==> config.mk <==
export PLATFORM = sky130hd
export DESIGN_NAME = alg_div
export DESIGN_NICKNAME = d
export VERILOG_FILES = /design/src/hdl/alg_div.sv
export SDC_FILE = /design/constraint.sdc
export NUM_CORES = 1
export LEC_CHECK = 0
export BUFFER_PORTS_ARGS = -buffer_cell sky130_fd_sc_hd__buf_4
export CORE_MARGIN = 2
export CORE_UTILIZATION = 45
export CTS_CLUSTER_DIAMETER = 150
export CTS_CLUSTER_SIZE = 16
export DETAILED_ROUTE_END_ITERATION = 8
export PLACE_DENSITY = 0.74
export SLEW_MARGIN = 20
export SYNTH_ARGS = -nofsm -noshare
export SYNTH_HDL_FRONTEND = slang
export SYNTH_SLANG_ARGS = --single-unit
==> constraint.sdc <==
create_clock -name clk -period 6.55 [get_ports clk]
set_input_delay 0.655 -clock clk [delete_from_list [all_inputs] [get_ports clk]]
set_output_delay 0.655 -clock clk [all_outputs]
set_load 0.02 [all_outputs]
==> src/hdl/alg_div.sv <==
`default_nettype none
module alg_div (
  input  wire logic        clk,
  input  wire logic        rst,
  input  wire logic        start,
  input  wire logic [63:0] dividend,
  input  wire logic [3:0]  divisor,
  output logic             done,
  output logic [63:0]      quotient
);
  logic [63:0] q;
  logic [3:0]  rem;
  logic [3:0]  dsr;
  logic [4:0]  cnt;
  logic        busy;
  logic [63:0] q_next;
  logic [3:0]  rem_next;

  // restoring division, two quotient bits per cycle
  always_comb begin
    logic [4:0] r5;
    q_next   = q;
    rem_next = rem;
    for (int j = 0; j < 2; j++) begin
      r5 = {rem_next, q_next[63]};
      if (r5 >= {1'b0, dsr}) begin
        rem_next = 4'(r5 - {1'b0, dsr});
        q_next   = {q_next[62:0], 1'b1};
      end else begin
        rem_next = r5[3:0];
        q_next   = {q_next[62:0], 1'b0};
      end
    end
  end

  always_ff @(posedge clk) begin
    if (rst) begin
      busy <= 1'b0;
      done <= 1'b0;
    end else begin
      done <= 1'b0;
      if (start) begin
        busy <= 1'b1;
        q    <= dividend;
        rem  <= '0;
        dsr  <= divisor;
        cnt  <= 5'd31;
      end else if (busy) begin
        q   <= q_next;
        rem <= rem_next;
        cnt <= cnt - 5'd1;
        if (cnt == 5'd0) begin
          busy <= 1'b0;
          done <= 1'b1;
        end
      end
    end
  end

  assign quotient = q;
endmodule
`default_nettype wire

# == Word-level counts from Yosys, hierarchy flattened ==
# Index checks and enable logic that the tools add are counted.
# W data, S select, Z words.
# totals
register_bits,79
latch_bits,0
ram_bits,0
romBits,0
input_bits,71
out_inout_bits,65
memories,0
# op_classes
n_addsub,3
mul,0
n_div,0
n_lt_le_gt_ge,2
eq_ne,0
shifts,0
muxes,12
n_bitwise,2
reduce_logical,5
# op_table
op,n
$mux W64,2
$mux W4,3
$ge A5 B4 Y1,2
$sub A4 B4 Y4,2
$mux W1,6
$logic_not A5 Y1,1
$mux W5,1
$sub A5 B1 Y5 const B,1
$reduce_and A2 Y1,2
$reduce_or A3 Y1,1
$not A1 Y1,2
$reduce_bool A2 Y1,1

# == Depth between registers and ports, before layout ==
# depth
ltp_word,6
depth_mapped,12
mapped_depth_nobuf,12

# == Least setup slack after synthesis ==
# Ideal clock, no wire load.
# synth_path
path_kind,input -> register
startpoint,in start
endpoint,"reg cnt[0], enable pin"
setup_time_ns,0.506
arrival_ns,4.439
t_required_ns,6.044
setup_slack_ns,1.605
path_stages,4
path_cell_list,clkbuf_1 -> clkbuf_1 -> nor2_1 -> nor2_1
# synth_via
elab_chain_cells,2
# synth_lines
item,line,source
from (decl),5,"input wire logic start,"
$reduce_bool A2 Y1 (no source line),n/a,
$reduce_and A2 Y1 (no source line),n/a,
to (signal assigned),51,cnt <= cnt - 5'd1;
to (decl),14,logic [4:0] cnt;
# Every way passes these cells.
# A chain may end at the register's enable or synchronous reset.

# == Worst setup path after layout ==
# layout_path
startpoint,reg rem[0]
endpoint,reg rem[2] (data pin)
# layout_via
elab_chain_cells,5
word_cells_on_any_way,7
classes_between,add/sub: 2; order compare: 2; mux: 3
# layout_lines
item,line,source
from (decl),12,logic [3:0] rem;
from (signal assigned),50,rem <= rem_next;
$sub A4 B4 Y4 / $ge A5 B4 Y1 (equally long branches),"27, 26",
$mux W4 *,26,"if (r5 >= {1'b0, dsr}) begin"
$sub A4 B4 Y4 / $ge A5 B4 Y1 (equally long branches),"27, 26",
$mux W4 *,26,
$mux W4 *,48,end else if (busy) begin
# Mark *: on every way between the ends. The rest lies on a longest branch, timed or not. The select of a mux whose other input is x is not followed.

==> impl_metrics.yaml <==
status:
  status: "completed"
global_route:
  grt_pass1_vias: 2504
  grt_usage: 0.1846
  grt_max_degree: 73
  antenna_found_initial: 0
  overflow: 0
  grt_pass1_wl_um: 12460
die:
  fp.dieW_um: 95.01
  die_area_um2: 9027
  core_area_um2: 8134
  num_rows: 33
  die_h_um: 95.01
  start_util: 0.4582
  pin_count: 136
cts:
  cts_max_level: 3
  cts_tree: "built"
  cts_setup_buffers: 0
  clock_latency_ns: 0.34
  path_clk_slew_ns: 0.08
  cts_hold_buf: 0
  cts-root-buf: "clkbuf_8"
  cts_buffer_depth: 2
  numCtsBuffers: 9
  cts_num_sinks: 79
  ctsResizeCount: 0
worst_setup_path:
  required_ns: 6.64
  cp-start-kind: "register"
  crit_fanout: 5
  critical_path_class: "register to register"
  arrival_ns: 3.20
  cp-end-kind: "register"
sta:
  hold_viol: 0
  worst_pin_slew_ns: 0.8928
  fmax_mhz: 321.9
  finalCritPeriodShare: 0.4742
  setup_tns_ns: 0
  slew_viol_final: 0
  fin_ws_ns: 3.444
  finClkSkew_ns: 0.01389
  finalSetupViolations: 0
  grt_setup_unrepaired: "no"
  post-route-min-period_ns: 3.106
  slew_headroom: 0.4048
route:
  drt_wl_total_um: 8077
  drcViolationCount: 0
  topRoutingLayerUsed: "met4"
  viasPerCell: 4.978
  wl_per_cell_um: 16.38
  drt_iter0_drc: 107
  dr_total_vias: 2454
  first_pass_iters: 5
  ant_nets: 0
  wl_met1_um: 3271
  met3_length_um: 775
  wl_met2_um: 3918
min_path:
  hold_class: "input pin to register"
placed_design:
  place.gp.congestion: 0.7491
  placed_area_um2: 4865
  place_ws_ns: 3.465
  detailed_place_hpwl_um: 5853
  dp_cells: 477
  portBuffers: 135
finish:
  nFillCells: 648
  layout-drive-gt1-share: 0.5644
  fin_nets: 466
  finalNonFillerCells: 493
  synthToLayoutAreaGrowth_pct: 35.41
  diodes: 0
  design_area_um2: 5047
power_and_ir_drop:
  power.density_nw_per_um2: 261.8
  intPower_mw: 0.9540
  p_clk_frac: 0.264
  seq_power_share: 0.476
  p_switching_mw: 0.3673
  leakage_nw: 2.046
  switching_share: 0.2780
  vdd_drop_max_uv: 130.1
  pwr-share-comb: 0.260
synth:
  synth_top_family_by_area: "multiplexers"
  synth-compound-area-share: 0.04230
  syn_area_um2: 3727
  synth_warnings: 0
  synth_cells: 243
  ys_seq_area_frac: 0.6311
  ys_seq_elements: 79
  synth_xor_area_frac: 0.009399
  syn_area_per_cell_um2: 15.34
  synthAdderAreaFrac: 0.04431
  syn_nets: 326
  synth-simple-area-share: 0.05069
  synth_mux_area_frac: 0.2021
  yosys.cell_types.count: 34
job:
  drv_cap: 0
flip-flops by register name, indices dropped and copies added, names as in the netlist:
name      cells
quotient     64
done          1
cnt           5
dsr           4
busy          1
rem           4
critical path: stages (launching register included):
cell	delay, ns
edfxtp_1	0.44
ha_1	0.34
inv_1	0.06
o211ai_1	0.33
a21oi_1	0.13
or2_2	0.32
ha_1	0.29
o21ai_0	0.08
a21oi_1	0.12
a211oi_4	0.41
mux2_4	0.33
synthesized netlist by cell type:
cell type,number,share of area
mux2i_1,1,0.0027
nor4b_1,1,0.0024
edfxtp_1,77,0.62
nor2b_1,2,0.0034
inv_1,11,0.011
a211oi_4,1,0.0054
nor3_2,1,0.0027
nand2_1,9,0.0091
nor3_1,6,0.0081
xnor2_1,3,0.0071
ha_1,10,0.034
nor2_1,11,0.011
o211ai_1,1,0.0020
o21ai_1,1,0.0013
clkinv_1,1,0.0010
mux2_4,3,0.012
a21oi_1,7,0.0094
o211a_1,1,0.0027
nand3b_1,2,0.0040
and2_1,1,0.0017
or2_2,1,0.0017
and3_1,1,0.0017
dfxtp_1,2,0.011
mux2_2,62,0.19
a311o_1,1,0.0027
and2_0,1,0.0017
nor3b_1,1,0.0020
a211oi_1,1,0.0020
o21ai_0,8,0.011
fa_1,2,0.011
clkbuf_1,8,0.0081
xor2_1,1,0.0024
nand3_1,1,0.0013
o21a_1,3,0.0060
layer usage:
layer	GRT usage	vias to the layer above
met5	0	-
met3	0.07589	10
li1	-	1197
met2	0.2920	90
met4	0.06884	0
met1	0.2278	1157
path summary, 6_finish.rpt:
kind,from,slack (ns),cells after the start,end
setup / recovery,rem[0],3.44,10,rem[2]
hold reg to reg,busy,0.49,1,done
setup reg to reg,rem[0],3.44,10,rem[2]
hold / removal,divisor[3],0.48,1,dsr[3]
power by group through the flow:
stage	Clock (mW)	Combinational [mW]	Sequential, mW
2_1_floorplan	0	0.196	0.672
6_report	0.349	0.343	0.629
3_3_place_gp	0	0.339	0.639
4_1_cts	0.359	0.347	0.630
5_1_grt	0.379	0.375	0.634
3_5_place_dp	0	0.345	0.640
area by class of cell:
class	count	area, um^2	share of cell area
clock inverters	4	47.55	0.009420
clock buffers	12	135.1	0.02677
well taps	105	131.4	0.02603
multi-input cells	144	1308	0.2590
flip-flops and latches	79	2352	0.4660
repair buffers	137	1028	0.2038
inverters	12	45.04	0.008924
cells in the final DEF, fill, tap and decap left out, types with 2 or more instances in the layout:
master and count:
buf_4 137, edfxtp_1 77, mux2_2 62, inv_1 11, nor2_1 10, ha_1 10
nand2_1 9, clkbuf_8 9, o21ai_0 8, a21oi_1 7, nor3_1 6, mux2_4 3
xnor2_1 3, o21a_1 3, clkbuf_1 3, nor2b_1 2, nand3b_1 2, fa_1 2
dfxtp_1 2, clkinv_2 2
through the flow:
stage	power, mW	hold WS, ns	util
3_3_place_gp	0.9779	0.4814	0.5981
6_report	1.321	0.4814	0.6205
5_1_grt	1.387	0.4553	0.6205
3_5_place_dp	0.9848	0.4848	0.5981
4_1_cts	1.336	0.4637	0.6205
2_1_floorplan	0.8684	0.4600	-
cells by family after synthesis:
group,Yosys count
AO/OA/AOI/OAI,24
XOR/XNOR,4
adder cells (fa/ha/maj),12
buffers and inverters,20
flip-flops,79
multiplexers,66
AND/OR/NAND/NOR,38
No activity file was read; power rests on OpenSTA's default activity.
