--- src/hdl/alg_sqrt.sv ---
`default_nettype none
module alg_sqrt (
  input  wire logic        clk,
  input  wire logic        rst,
  input  wire logic        start,
  input  wire logic [60:0] radicand,
  output logic             done,
  output logic [30:0]      root
);
  logic [61:0] num;
  logic [61:0] acc;
  logic [4:0]  idx;
  logic        busy;
  logic [61:0] bitv;
  logic [61:0] trial;

  // one result bit per cycle
  always_comb begin
    bitv  = 62'(1) << {idx, 1'b0};
    trial = acc + bitv;
  end

  always_ff @(posedge clk) begin
    if (rst) begin
      busy <= 1'b0;
      done <= 1'b0;
    end else begin
      done <= 1'b0;
      if (start) begin
        busy <= 1'b1;
        num  <= {1'b0, radicand};
        acc  <= '0;
        idx  <= 5'd30;
      end else if (busy) begin
        if (num >= trial) begin
          num <= num - trial;
          acc <= (acc >> 1) + bitv;
        end else begin
          acc <= acc >> 1;
        end
        idx <= idx - 5'd1;
        if (idx == 5'd0) begin
          busy <= 1'b0;
          done <= 1'b1;
        end
      end
    end
  end

  assign root = acc[30:0];
endmodule
`default_nettype wire

--- config.mk ---
export PLATFORM = sky130hd
export DESIGN_NAME = alg_sqrt
export DESIGN_NICKNAME = d
export VERILOG_FILES = /design/src/hdl/alg_sqrt.sv
export SDC_FILE = /design/constraint.sdc
export NUM_CORES = 1
export LEC_CHECK = 0
export BUFFER_PORTS_ARGS = -buffer_cell sky130_fd_sc_hd__buf_2
export CORE_MARGIN = 4
export CORE_UTILIZATION = 30
export DETAILED_ROUTE_END_ITERATION = 12
export PLACE_DENSITY_LB_ADDON = 0.2
export SETUP_SLACK_MARGIN = 0.2
export SLEW_MARGIN = 15
export SYNTH_ARGS = -nofsm -noshare
export SYNTH_HDL_FRONTEND = slang
export SYNTH_SLANG_ARGS = --single-unit
export TNS_END_PERCENT = 5
--- constraint.sdc ---
create_clock -name clk -period 9.8 [get_ports clk]
set_clock_uncertainty 0.15 [all_clocks]
set_input_delay 0.49 -clock clk [delete_from_list [all_inputs] [get_ports clk]]
set_output_delay 0.49 -clock clk [all_outputs]
set_load 0.01 [all_outputs]
# Word level (Yosys, flattened, before mapping)
# Index checks and enable logic that the tools add are counted.
totals:
  reg_bits: 131
  latchBits: 0
  mem_bits_rw: 0
  mem_bits_ro: 0
  inputBits: 64
  out_inout_bits: 32
  wordCells: 30
  memories: 0
op_classes:
  n_addsub: 4
  mul: 0
  div: 0
  magnitude_cmp: 1
  eq_ne: 0
  shifts: 1
  mux: 10
  n_bitwise: 2
  reduce_logical: 6
ops:
  columns: ["op", "count"]
  rows:
  - ["$mux 62", 4]
  - ["$add 61x62->62", 1]
  - ["$add 62x62->62", 1]
  - ["$ge 62x62->1", 1]
  - ["$shl 1x6->62 const A", 1]
  - ["$sub 62x62->62", 1]
  - ["$mux 61", 1]
  - ["$logic_not 5->1", 1]
  - ["$mux 5", 1]
  - ["$sub 5x1->5 const B", 1]
  - ["$mux 1", 4]
  - ["$reduce_bool 2->1", 2]
  - ["$reduce_and 3->1", 1]
  - ["$reduce_or 3->1", 1]
  - ["$not 1->1", 2]
  - ["$reduce_and 2->1", 1]

# Depth between registers and ports, before layout
# Gate-level depths: netlist of run 1.
depth:
  ltp_word: 6
  mapped_depth: 30

# Worst setup path after synthesis of run 1
# OpenSTA, ideal clock, no wires.
synth_path:
  path_kind: "register -> register"
  startpoint: "reg idx[2]"
  endpoint: "reg num[0], enable pin"
  arrival_time_ns: 6.702
  required_ns: 9.226
  slack_ns: 2.524
  stages_incl_launch_ff: 27
  n_path_buf: 6
  cell_sequence: "edfxtp_1 > buf_6 > clkbuf_1 > nand2b_1 > nor2_1 > ha_1 > and2_1 > clkbuf_1 > a311o_1 > or4_4 > o221ai_4 > o21ai_2 > a41oi_2 > nor2_1 > a21oi_1 > xor2_1 > ha_1 > clkbuf_1 > nand4_1 > nor3_1 > nand2_1 > nor4_1 > a21oi_1 > nand2_1 > buf_2 > buf_1 > o21a_1"
synth_between:
  elab_chain_len: 5
synth_lines:
  columns: ["element", "line", "source"]
  rows:
  - ["from (decl)", "12", "logic [4:0] idx;"]
  - ["from (signal assigned)", "41", "idx <= idx - 5'd1;"]
  - ["$shl 1x6->62", "19", "bitv = 62'(1) << {idx, 1'b0};"]
  - ["$add 62x62->62", "20", "trial = acc + bitv;"]
  - ["$ge 62x62->1", "35", "if (num >= trial) begin"]
  - ["$reduce_bool 2->1 (no line)", null, null]
  - ["$reduce_and 3->1 (no line)", null, null]
  - ["to (signal assigned)", "31", "num <= {1'b0, radicand};"]
  - ["to (signal assigned)", "36", "num <= num - trial;"]
  - ["to (decl)", "10", "logic [61:0] num;"]
# No other way between the ends.
# A chain may end at the register's enable or synchronous reset.

# Final worst setup path of run 1
layout_path:
  startpoint: "reg idx[0]"
  endpoint: "reg num[45], enable pin"
# The elaborated chain is that of the path after synthesis.

==> flow_metrics.tcl, run 1 <==
set metrics [dict create \
    post-route-period-util_pct 76.49 \
    clkTransAtPathRegs_ns 0.06 \
    h-tree-depth 4 \
    ir_drop_mv 0.1091 \
    drive_gt1_share_pct 10.62 \
    dominantRegCellSynth "edfxtp_1" \
    synth_most_common_cell "nand2_1" \
    yosys.area_share.simple_pct 21.04 \
    avgSynthCellArea_um2 8.179 \
    worst-r2r-setup-slack_ns 2.30 \
    root_buffer "clkbuf_16" \
    pin_count 96 \
    hold_violations 0 \
    fp-row-count 81 \
    muxShareOfSynthArea_pct 0.9540 \
    path_class "reg2reg" \
    gp_congestion 0.9125 \
    finalSetupTns_ns 0 \
    grt_pass1_wl_mm 74.53 \
    synth-compound-area-share_pct 26.44 \
    cp.arrival_ns 7.48 \
    synth_edf_count 129 \
    status "completed" \
    fill_cells 5230 \
    reg2reg_depth 23 \
    yosysUniqueCellTypes 97 \
    cts.sinks 131 \
    wl_mm 47.75 \
    switchingPower_mw 0.8295 \
    nets 2000 \
    r2r-start "idx[0]$_SDFFCE_PP0P_" \
    slowest_delay_ns 0.83 \
    worst_slack_ns 2.304 \
    ant_nets 0 \
    cp_slowest_cell "o21a_2" \
    cts_buffers 17 \
    cp_max_fo 35 \
    gr-total-overflow 0 \
    seq_area_frac_synth_pct 26.41 \
    synth_xor_xnor_area_share_pct 9.565 \
    netlist_area_um2 14820 \
    antenna_found_initial 0 \
    p_leak_nw 6.083 \
    p_sw_share_pct 36.88 \
    rsz0062_at_grt "no" \
    wl_per_cell_um 19.17 \
    cts.path.max_buffers 2 \
    pre_cts_ws_ns 2.226 \
    synth_top_area_share_pct 26.14 \
    antennaDiodeCount 0 \
    syn-instance-count 1812 \
    min_path_type "in2reg" \
    crit_path_end_kind "flip-flop" \
    crit_required_ns 9.78 \
    drt-initial-drc-count 1077 \
    fp.dieH_um 230.3 \
    grt_pass1_vias 13291 \
    pwr-share-clk_pct 31.2 \
    yosys_warnings 0 \
    path_common_cell "ha_1" \
    postCtsSetupBuffers 0 \
    power_density_nw_per_um2 138.7 \
    die_area_um2 53020 \
    layout_min_cycle_time_ns 7.496 \
    ys_seq_elements 131 \
    synth_top_family_by_area "compound AO/OA/AOI/OAI gates" \
    fmaxAchievable_mhz 133.4 \
    p_int_mw 1.420 \
    tightest_slew_ns 1.055 \
    dp.final_hpwl_mm 37.34 \
    ctsHoldBuffers 0 \
    dr.pass1.iters 5 \
    critPathLaunchType "flip-flop" \
    start_util_pct 30.34 \
    insertion_delay_ns 0.47 \
    synthAdderAreaFrac_pct 10.62 \
    synth_area_leaders "edfxtp_1 26%, ha_1 10%, nand2_1 5.0%, xnor2_1 4.8%, o21ai_0 4.8%" \
    slew_headroom_pct 29.68 \
    cts_tree "done" \
    min_from "rst" \
    vias_per_cell 5.499 \
    track_usage_pct 17.68 \
    vias 13698 \
    startpoint "idx[0]$_SDFFCE_PP0P_" \
    die_w_um 230.3 \
    syn2layout_area_growth_pct 9.405 \
    drv_cap 0 \
    core_area_um2 48850 \
    crit_chain "inv_1 -> ha_1 -> nor4b_1 -> ha_1 -> ha_1 -> o211ai_1 -> o21ai_1 -> a21oi_1 -> o31ai_4 -> o21ai_0 -> o21ai_0 -> a32oi_1 -> xnor2_1 -> ha_1 -> nand4_1 -> or2_1 -> nor4_1 -> o21ai_1 -> a21oi_1 -> o21bai_2 -> nand2_2 -> o21a_2 -> buf_4" \
    port_buffers 95 \
    grt_start_max_net_pins 98 \
    endpoint "num[45]$_DFFE_PP_" \
    slew_violations 0 \
    drc_errors 0 \
    r2r-end "num[45]$_DFFE_PP_" \
    synth_common_cells "199 x nand2_1, 143 x nor2_1, 143 x o21ai_0" \
    syn_nets 1998 \
    cts_resized 0 \
    yosys.area.top_type "edfxtp_1" \
    setup_viol 0 \
    synthArstFlopShare_pct 0 \
    sequentialPowerShare_pct 34.1 \
    pwr-share-comb_pct 34.7 \
]
## flip-flops by register name, indices dropped and copies added, names as in the netlist
| register | cells |
|---|---|
| busy | 1 |
| done | 1 |
| idx | 5 |
| acc | 62 |
| num | 62 |
## worst min-delay path by stage
stage                       to  slack, ns  cells past startpoint
6_report       busy$_SDFF_PP0_       0.09                      2
4_1_cts        busy$_SDFF_PP0_       0.07                      2
3_5_place_dp   done$_SDFF_PP0_       0.33                      1
3_3_place_gp   done$_SDFF_PP0_       0.32                      1
5_1_grt        busy$_SDFF_PP0_        0.1                      2
2_1_floorplan  done$_SDFF_PP0_       0.31                      1
## logic make-up (layout without fill, tap and decap cells)
family	count (synthesis)	count (layout)
simple gates	631	631
compound gates	597	597
xor+xnor	161	161
buf+inv	153	168
flops	131	131
fa+ha+maj	126	126
mux	13	13
## routing by layer
| metal | vias to the layer above | global-route usage, % | share of wire [%] |
|---|---|---|---|
| li1 | 6766 | - | - |
| met1 | 6527 | 25.06 | 49 |
| met2 | 351 | 27.37 | 44 |
| met3 | 54 | 2.701 | 4.7 |
| met4 | 0 | 6.144 | 2.7 |
| met5 | - | 0 | 0 |
## through the flow
step	hold slack, ns	area [um2]	power (mW)	util [%]	std cells
CTS	0.07336	16210	2.260	33.19	2491
global placement	0.3241	15600	1.548	31.93	2459
floorplan	0.3135	14820	1.342	-	1812
detailed placement	0.3299	15600	1.550	31.93	2459
finish	0.09030	16210	2.249	33.19	2491
global route	0.09572	16210	2.380	33.19	2491
## worst max-delay path: cells and delay by family, from the launching register on
| family | cells | cell delay [ns] |
|---|---|---|
| compound gates | 11 | 3.14 |
| xor+xnor | 1 | 0.18 |
| buf+inv | 2 | 0.64 |
| flops | 1 | 0.45 |
| simple gates | 5 | 1.37 |
| fa+ha+maj | 4 | 1.19 |
## cells in the final DEF (no fill, tap or decap), types with 6 or more instances in the layout
master	netlist	final
nor3_1	31	31
nor2_1	143	142
nand2b_1	35	35
buf_2	6	94
ha_1	121	121
nand2_1	199	198
o21a_1	9	8
o21ai_0	143	143
a211oi_1	32	32
a21o_1	60	60
nand4_1	39	39
o211ai_1	12	12
edfxtp_1	129	129
and3_1	24	24
inv_1	33	33
a31o_2	14	14
or2_2	8	8
a31oi_1	60	60
a211o_1	8	8
clkbuf_16	0	17
nor2b_1	26	26
o31ai_1	8	8
buf_4	35	8
xor2_1	78	78
o2111ai_1	6	6
o21ai_1	8	8
a21oi_1	138	138
o21bai_1	26	26
a41oi_1	9	9
and2_1	18	18
and4_1	10	10
nand3_1	42	42
mux2_2	9	9
xnor2_1	82	82
nor4_1	8	8
or3_1	26	26
a22oi_1	6	6
## area by class of cell
cell class	instances	area, um2	area share [%]
multi-input combinational	1528	10190	62.83
timing repair buffer	103	541.8	3.341
inverter	33	123.9	0.7639
clock buffer	18	429.2	2.647
sequential	131	3914	24.14
clock inverter	14	187.7	1.157
tap	664	830.8	5.124
## power by group through the flow
stage / registers, mW / logic, mW / clock network [mW]
floorplan: 0.735 / 0.608 / 0
global placement: 0.776 / 0.772 / 0
detailed placement: 0.775 / 0.776 / 0
CTS: 0.765 / 0.778 / 0.717
global route: 0.773 / 0.869 / 0.738
finish: 0.767 / 0.780 / 0.702
Power figures use the tool's default switching activity.
==> run 2: changes to the inputs <==
--- a/config.mk
+++ b/config.mk
@@ -5,6 +5,7 @@
 export SDC_FILE = /design/constraint.sdc
 export NUM_CORES = 1
 export LEC_CHECK = 0
+export ABC_AREA = 1
 export BUFFER_PORTS_ARGS = -buffer_cell sky130_fd_sc_hd__buf_2
 export CORE_MARGIN = 4
 export CORE_UTILIZATION = 30
==> constraint.sdc (replaced) <==
create_clock -name clk -period 6.9 [get_ports clk]
set_clock_uncertainty 0.15 [all_clocks]
set_input_delay 0.345 -clock clk [delete_from_list [all_inputs] [get_ports clk]]
set_output_delay 0.345 -clock clk [all_outputs]
set_load 0.01 [all_outputs]
==> run 2 against run 1 <==
  * Wire length is 69% higher
  * Synthesized cell count rose by 73%
  * Power grew 51%
  * Final area grew 29%
  * Worst hold slack got worse by 0.065 ns
  * Critical path depth grew 4
  * Area after synthesis grew 25%
  * First-iteration DRC count grew 37%
  * Utilization is 1.3 points higher
  * Worst setup slack worse by 1.7 ns
  * Critical path type unchanged
  * Critical endpoint is now acc[42]$_SDFFCE_PP0P_
  * Largest power group unchanged
  * Highest routed layer is now met5
==> flow_metrics.tcl, run 2 <==
set metrics [dict create \
    status "completed" \
    post-route-util_pct 34.45 \
    insertion_delay_ns 0.50 \
    hold_slack_ns 0.02541 \
    syn-instance-count 3131 \
    grt_pass1_vias 20338 \
    rsz0062_at_grt "no" \
    wl_per_cell_um 19.87 \
    setup_viol 0 \
    critPathLaunchType "flip-flop" \
    dp.cells 3965 \
    dp.final_hpwl_mm 68.52 \
    synth_most_common_cell "nand2_1" \
    pin_count 96 \
    dominantRegCellSynth "edfxtp_1" \
    tightest_slew_ns 0.9893 \
    synth_common_cells "958 x nand2_1, 416 x inv_1, 405 x nor2_1" \
    ir_drop_mv 0.1953 \
    root_buffer "clkbuf_16" \
    cp_max_fo 27 \
    vias_per_cell 5.119 \
    finalSetupTns_ns 0 \
    power_density_nw_per_um2 161.9 \
    nets 3440 \
    h-tree-depth 4 \
    core_area_um2 60810 \
    seq_area_frac_synth_pct 21.08 \
    die_area_um2 65920 \
    grt_pass1_wl_mm 119.8 \
    postCtsSetupBuffers 0 \
    netlist_area_um2 18560 \
    placed_cell_area_um2 19810 \
    layout_min_cycle_time_ns 6.260 \
    fmaxAchievable_mhz 159.7 \
    layout.cells.non_filler 4049 \
    drt-initial-drc-count 1475 \
    vias 20728 \
    cts.sinks 131 \
    dr.pass1.iters 6 \
    drc_errors 0 \
    synth_area_leaders "edfxtp_1 21%, nand2_1 19%, inv_1 8.4%, nor2_1 8.2%, ha_1 8.2%" \
    reg.largest.list "acc: 62 flops, num: 62 flops, idx: 5 flops" \
    hold_violations 0 \
    pre_cts_ws_ns 0.5910 \
    drv_cap 0 \
    synth_edf_count 129 \
    start_util_pct 30.53 \
    gr-total-overflow 0 \
    finalInstanceArea_um2 20950 \
    worst_slack_ns 0.6395 \
    syn2layout_area_growth_pct 12.85 \
    synth_top_area_share_pct 20.87 \
    track_usage_pct 23.83 \
    gp_congestion 0.9720 \
    crit_path_end_kind "flip-flop" \
    grt_start_max_net_pins 78 \
    avgSynthCellArea_um2 5.929 \
    slew_headroom_pct 34.04 \
    cts_tree "done" \
    slew_violations 0 \
    path_class "reg2reg" \
    fp-row-count 90 \
    post-route-period-util_pct 90.73 \
    yosys_warnings 0 \
    cts_buffers 17 \
    yosys.area.top_type "edfxtp_1" \
    antennaDiodeCount 0 \
    cts.path.max_buffers 2 \
    cp.arrival_ns 6.48 \
    power_mw 3.392 \
    ant_nets 0 \
    wl_mm 80.47 \
    crit_required_ns 7.12 \
    layout_commonest_cell "nand2_1" \
    p_leak_nw 9.198 \
    port_buffers 95 \
    antenna_found_initial 1 \
    clkTransAtPathRegs_ns 0.07 \
    ys_seq_elements 131 \
    die_w_um 256.8 \
    most-common-layout-cells "958 x nand2_1, 415 x inv_1, 404 x nor2_1, 214 x nand3_1, 185 x a21oi_1" \
    yosysUniqueCellTypes 56 \
    drive_gt1_share_pct 8.999 \
    fp.dieH_um 256.8 \
    min_path_type "in2reg" \
    synthArstFlopShare_pct 0 \
    syn_nets 3317 \
]
-- run 2: path summary, 6_finish.rpt --
| path | start | endpoint | slack [ns] | cells past startpoint |
|---|---|---|---|---|
| worst max-delay path | idx[1]$_SDFFCE_PP1P_ | acc[42]$_SDFFCE_PP0P_ | 0.64 | 27 |
| worst min-delay path | radicand[48] | num[48]$_DFFE_PP_ | 0.03 | 3 |
| worst max register to register | idx[1]$_SDFFCE_PP1P_ | acc[42]$_SDFFCE_PP0P_ | 0.64 | 27 |
| worst min register to register | busy$_SDFF_PP0_ | done$_SDFF_PP0_ | 0.35 | 2 |
-- run 2: layout make-up --
| class | instances | area (um2) |
|---|---|---|
| Fill cell | 6889 | 39860 |
| Multi-Input combinational cell | 2487 | 12570 |
| Tap cell | 782 | 978.4 |
| Clock inverter | 12 | 157.7 |
| Clock buffer | 20 | 446.7 |
| Inverter | 446 | 1680 |
| Sequential cell | 131 | 3914 |
| Timing Repair Buffer | 171 | 1201 |
-- run 2: power by group --
part           total (mW)  internal (mW)  switching (mW)
Sequential           1.08          0.980           0.101
Combinational        1.33          0.430           0.898
Clock               0.983          0.576           0.407
-- run 2: routing by layer --
metal  GRT usage [%]  wire length [um]  vias to the layer above
li1                -                 -                    10442
met1           30.57             35700                     9578
met2           41.32             38230                      594
met3           2.674              3645                      112
met4           8.789              2880                        2
met5               0                 8                        -
-- run 2: kinds of logic (layout without fill, tap and decap cells) --
kind of cell / after synthesis / in the layout / synth area share (%)
AND/OR/NAND/NOR: 1834 / 1834 / 42.59
flip-flops: 131 / 131 / 21.08
buffers and inverters: 513 / 649 / 11.38
XOR/XNOR: 59 / 59 / 2.784
adder cells (fa/ha/maj): 122 / 122 / 8.264
AO/OA/AOI/OAI: 472 / 472 / 13.90
-- run 2: worst max-delay path, stage by stage (launching register included) --
cell,delay [ns]
edfxtp_1,0.42
inv_1,0.14
ha_1,0.27
nand2_1,0.18
nor3_2,0.33
ha_1,0.28
nand2_1,0.13
o21ai_0,0.42
nand2_1,0.18
o21ai_0,0.11
inv_1,0.07
o21ai_1,0.18
nand2_1,0.12
nand2_1,0.21
nand2_1,0.10
nand3b_1,0.10
nand2_1,0.07
ha_1,0.37
nand2_1,0.14
o21ai_0,0.13
a21oi_1,0.26
nand2_1,0.13
a21oi_1,0.29
nand3_4,0.35
nor2_4,0.33
buf_4,0.40
nand2_1,0.12
nand2_1,0.08
-- run 2: what timing repair did --
| action | 4_1_cts | 5_1_grt |
|---|---|---|
| endpoints found under the setup margin | 0 | 85 |
| resized for setup | 0 | 4 |
| endpoints found under the hold margin | 52 | 0 |
| hold buffers | 52 | 0 |
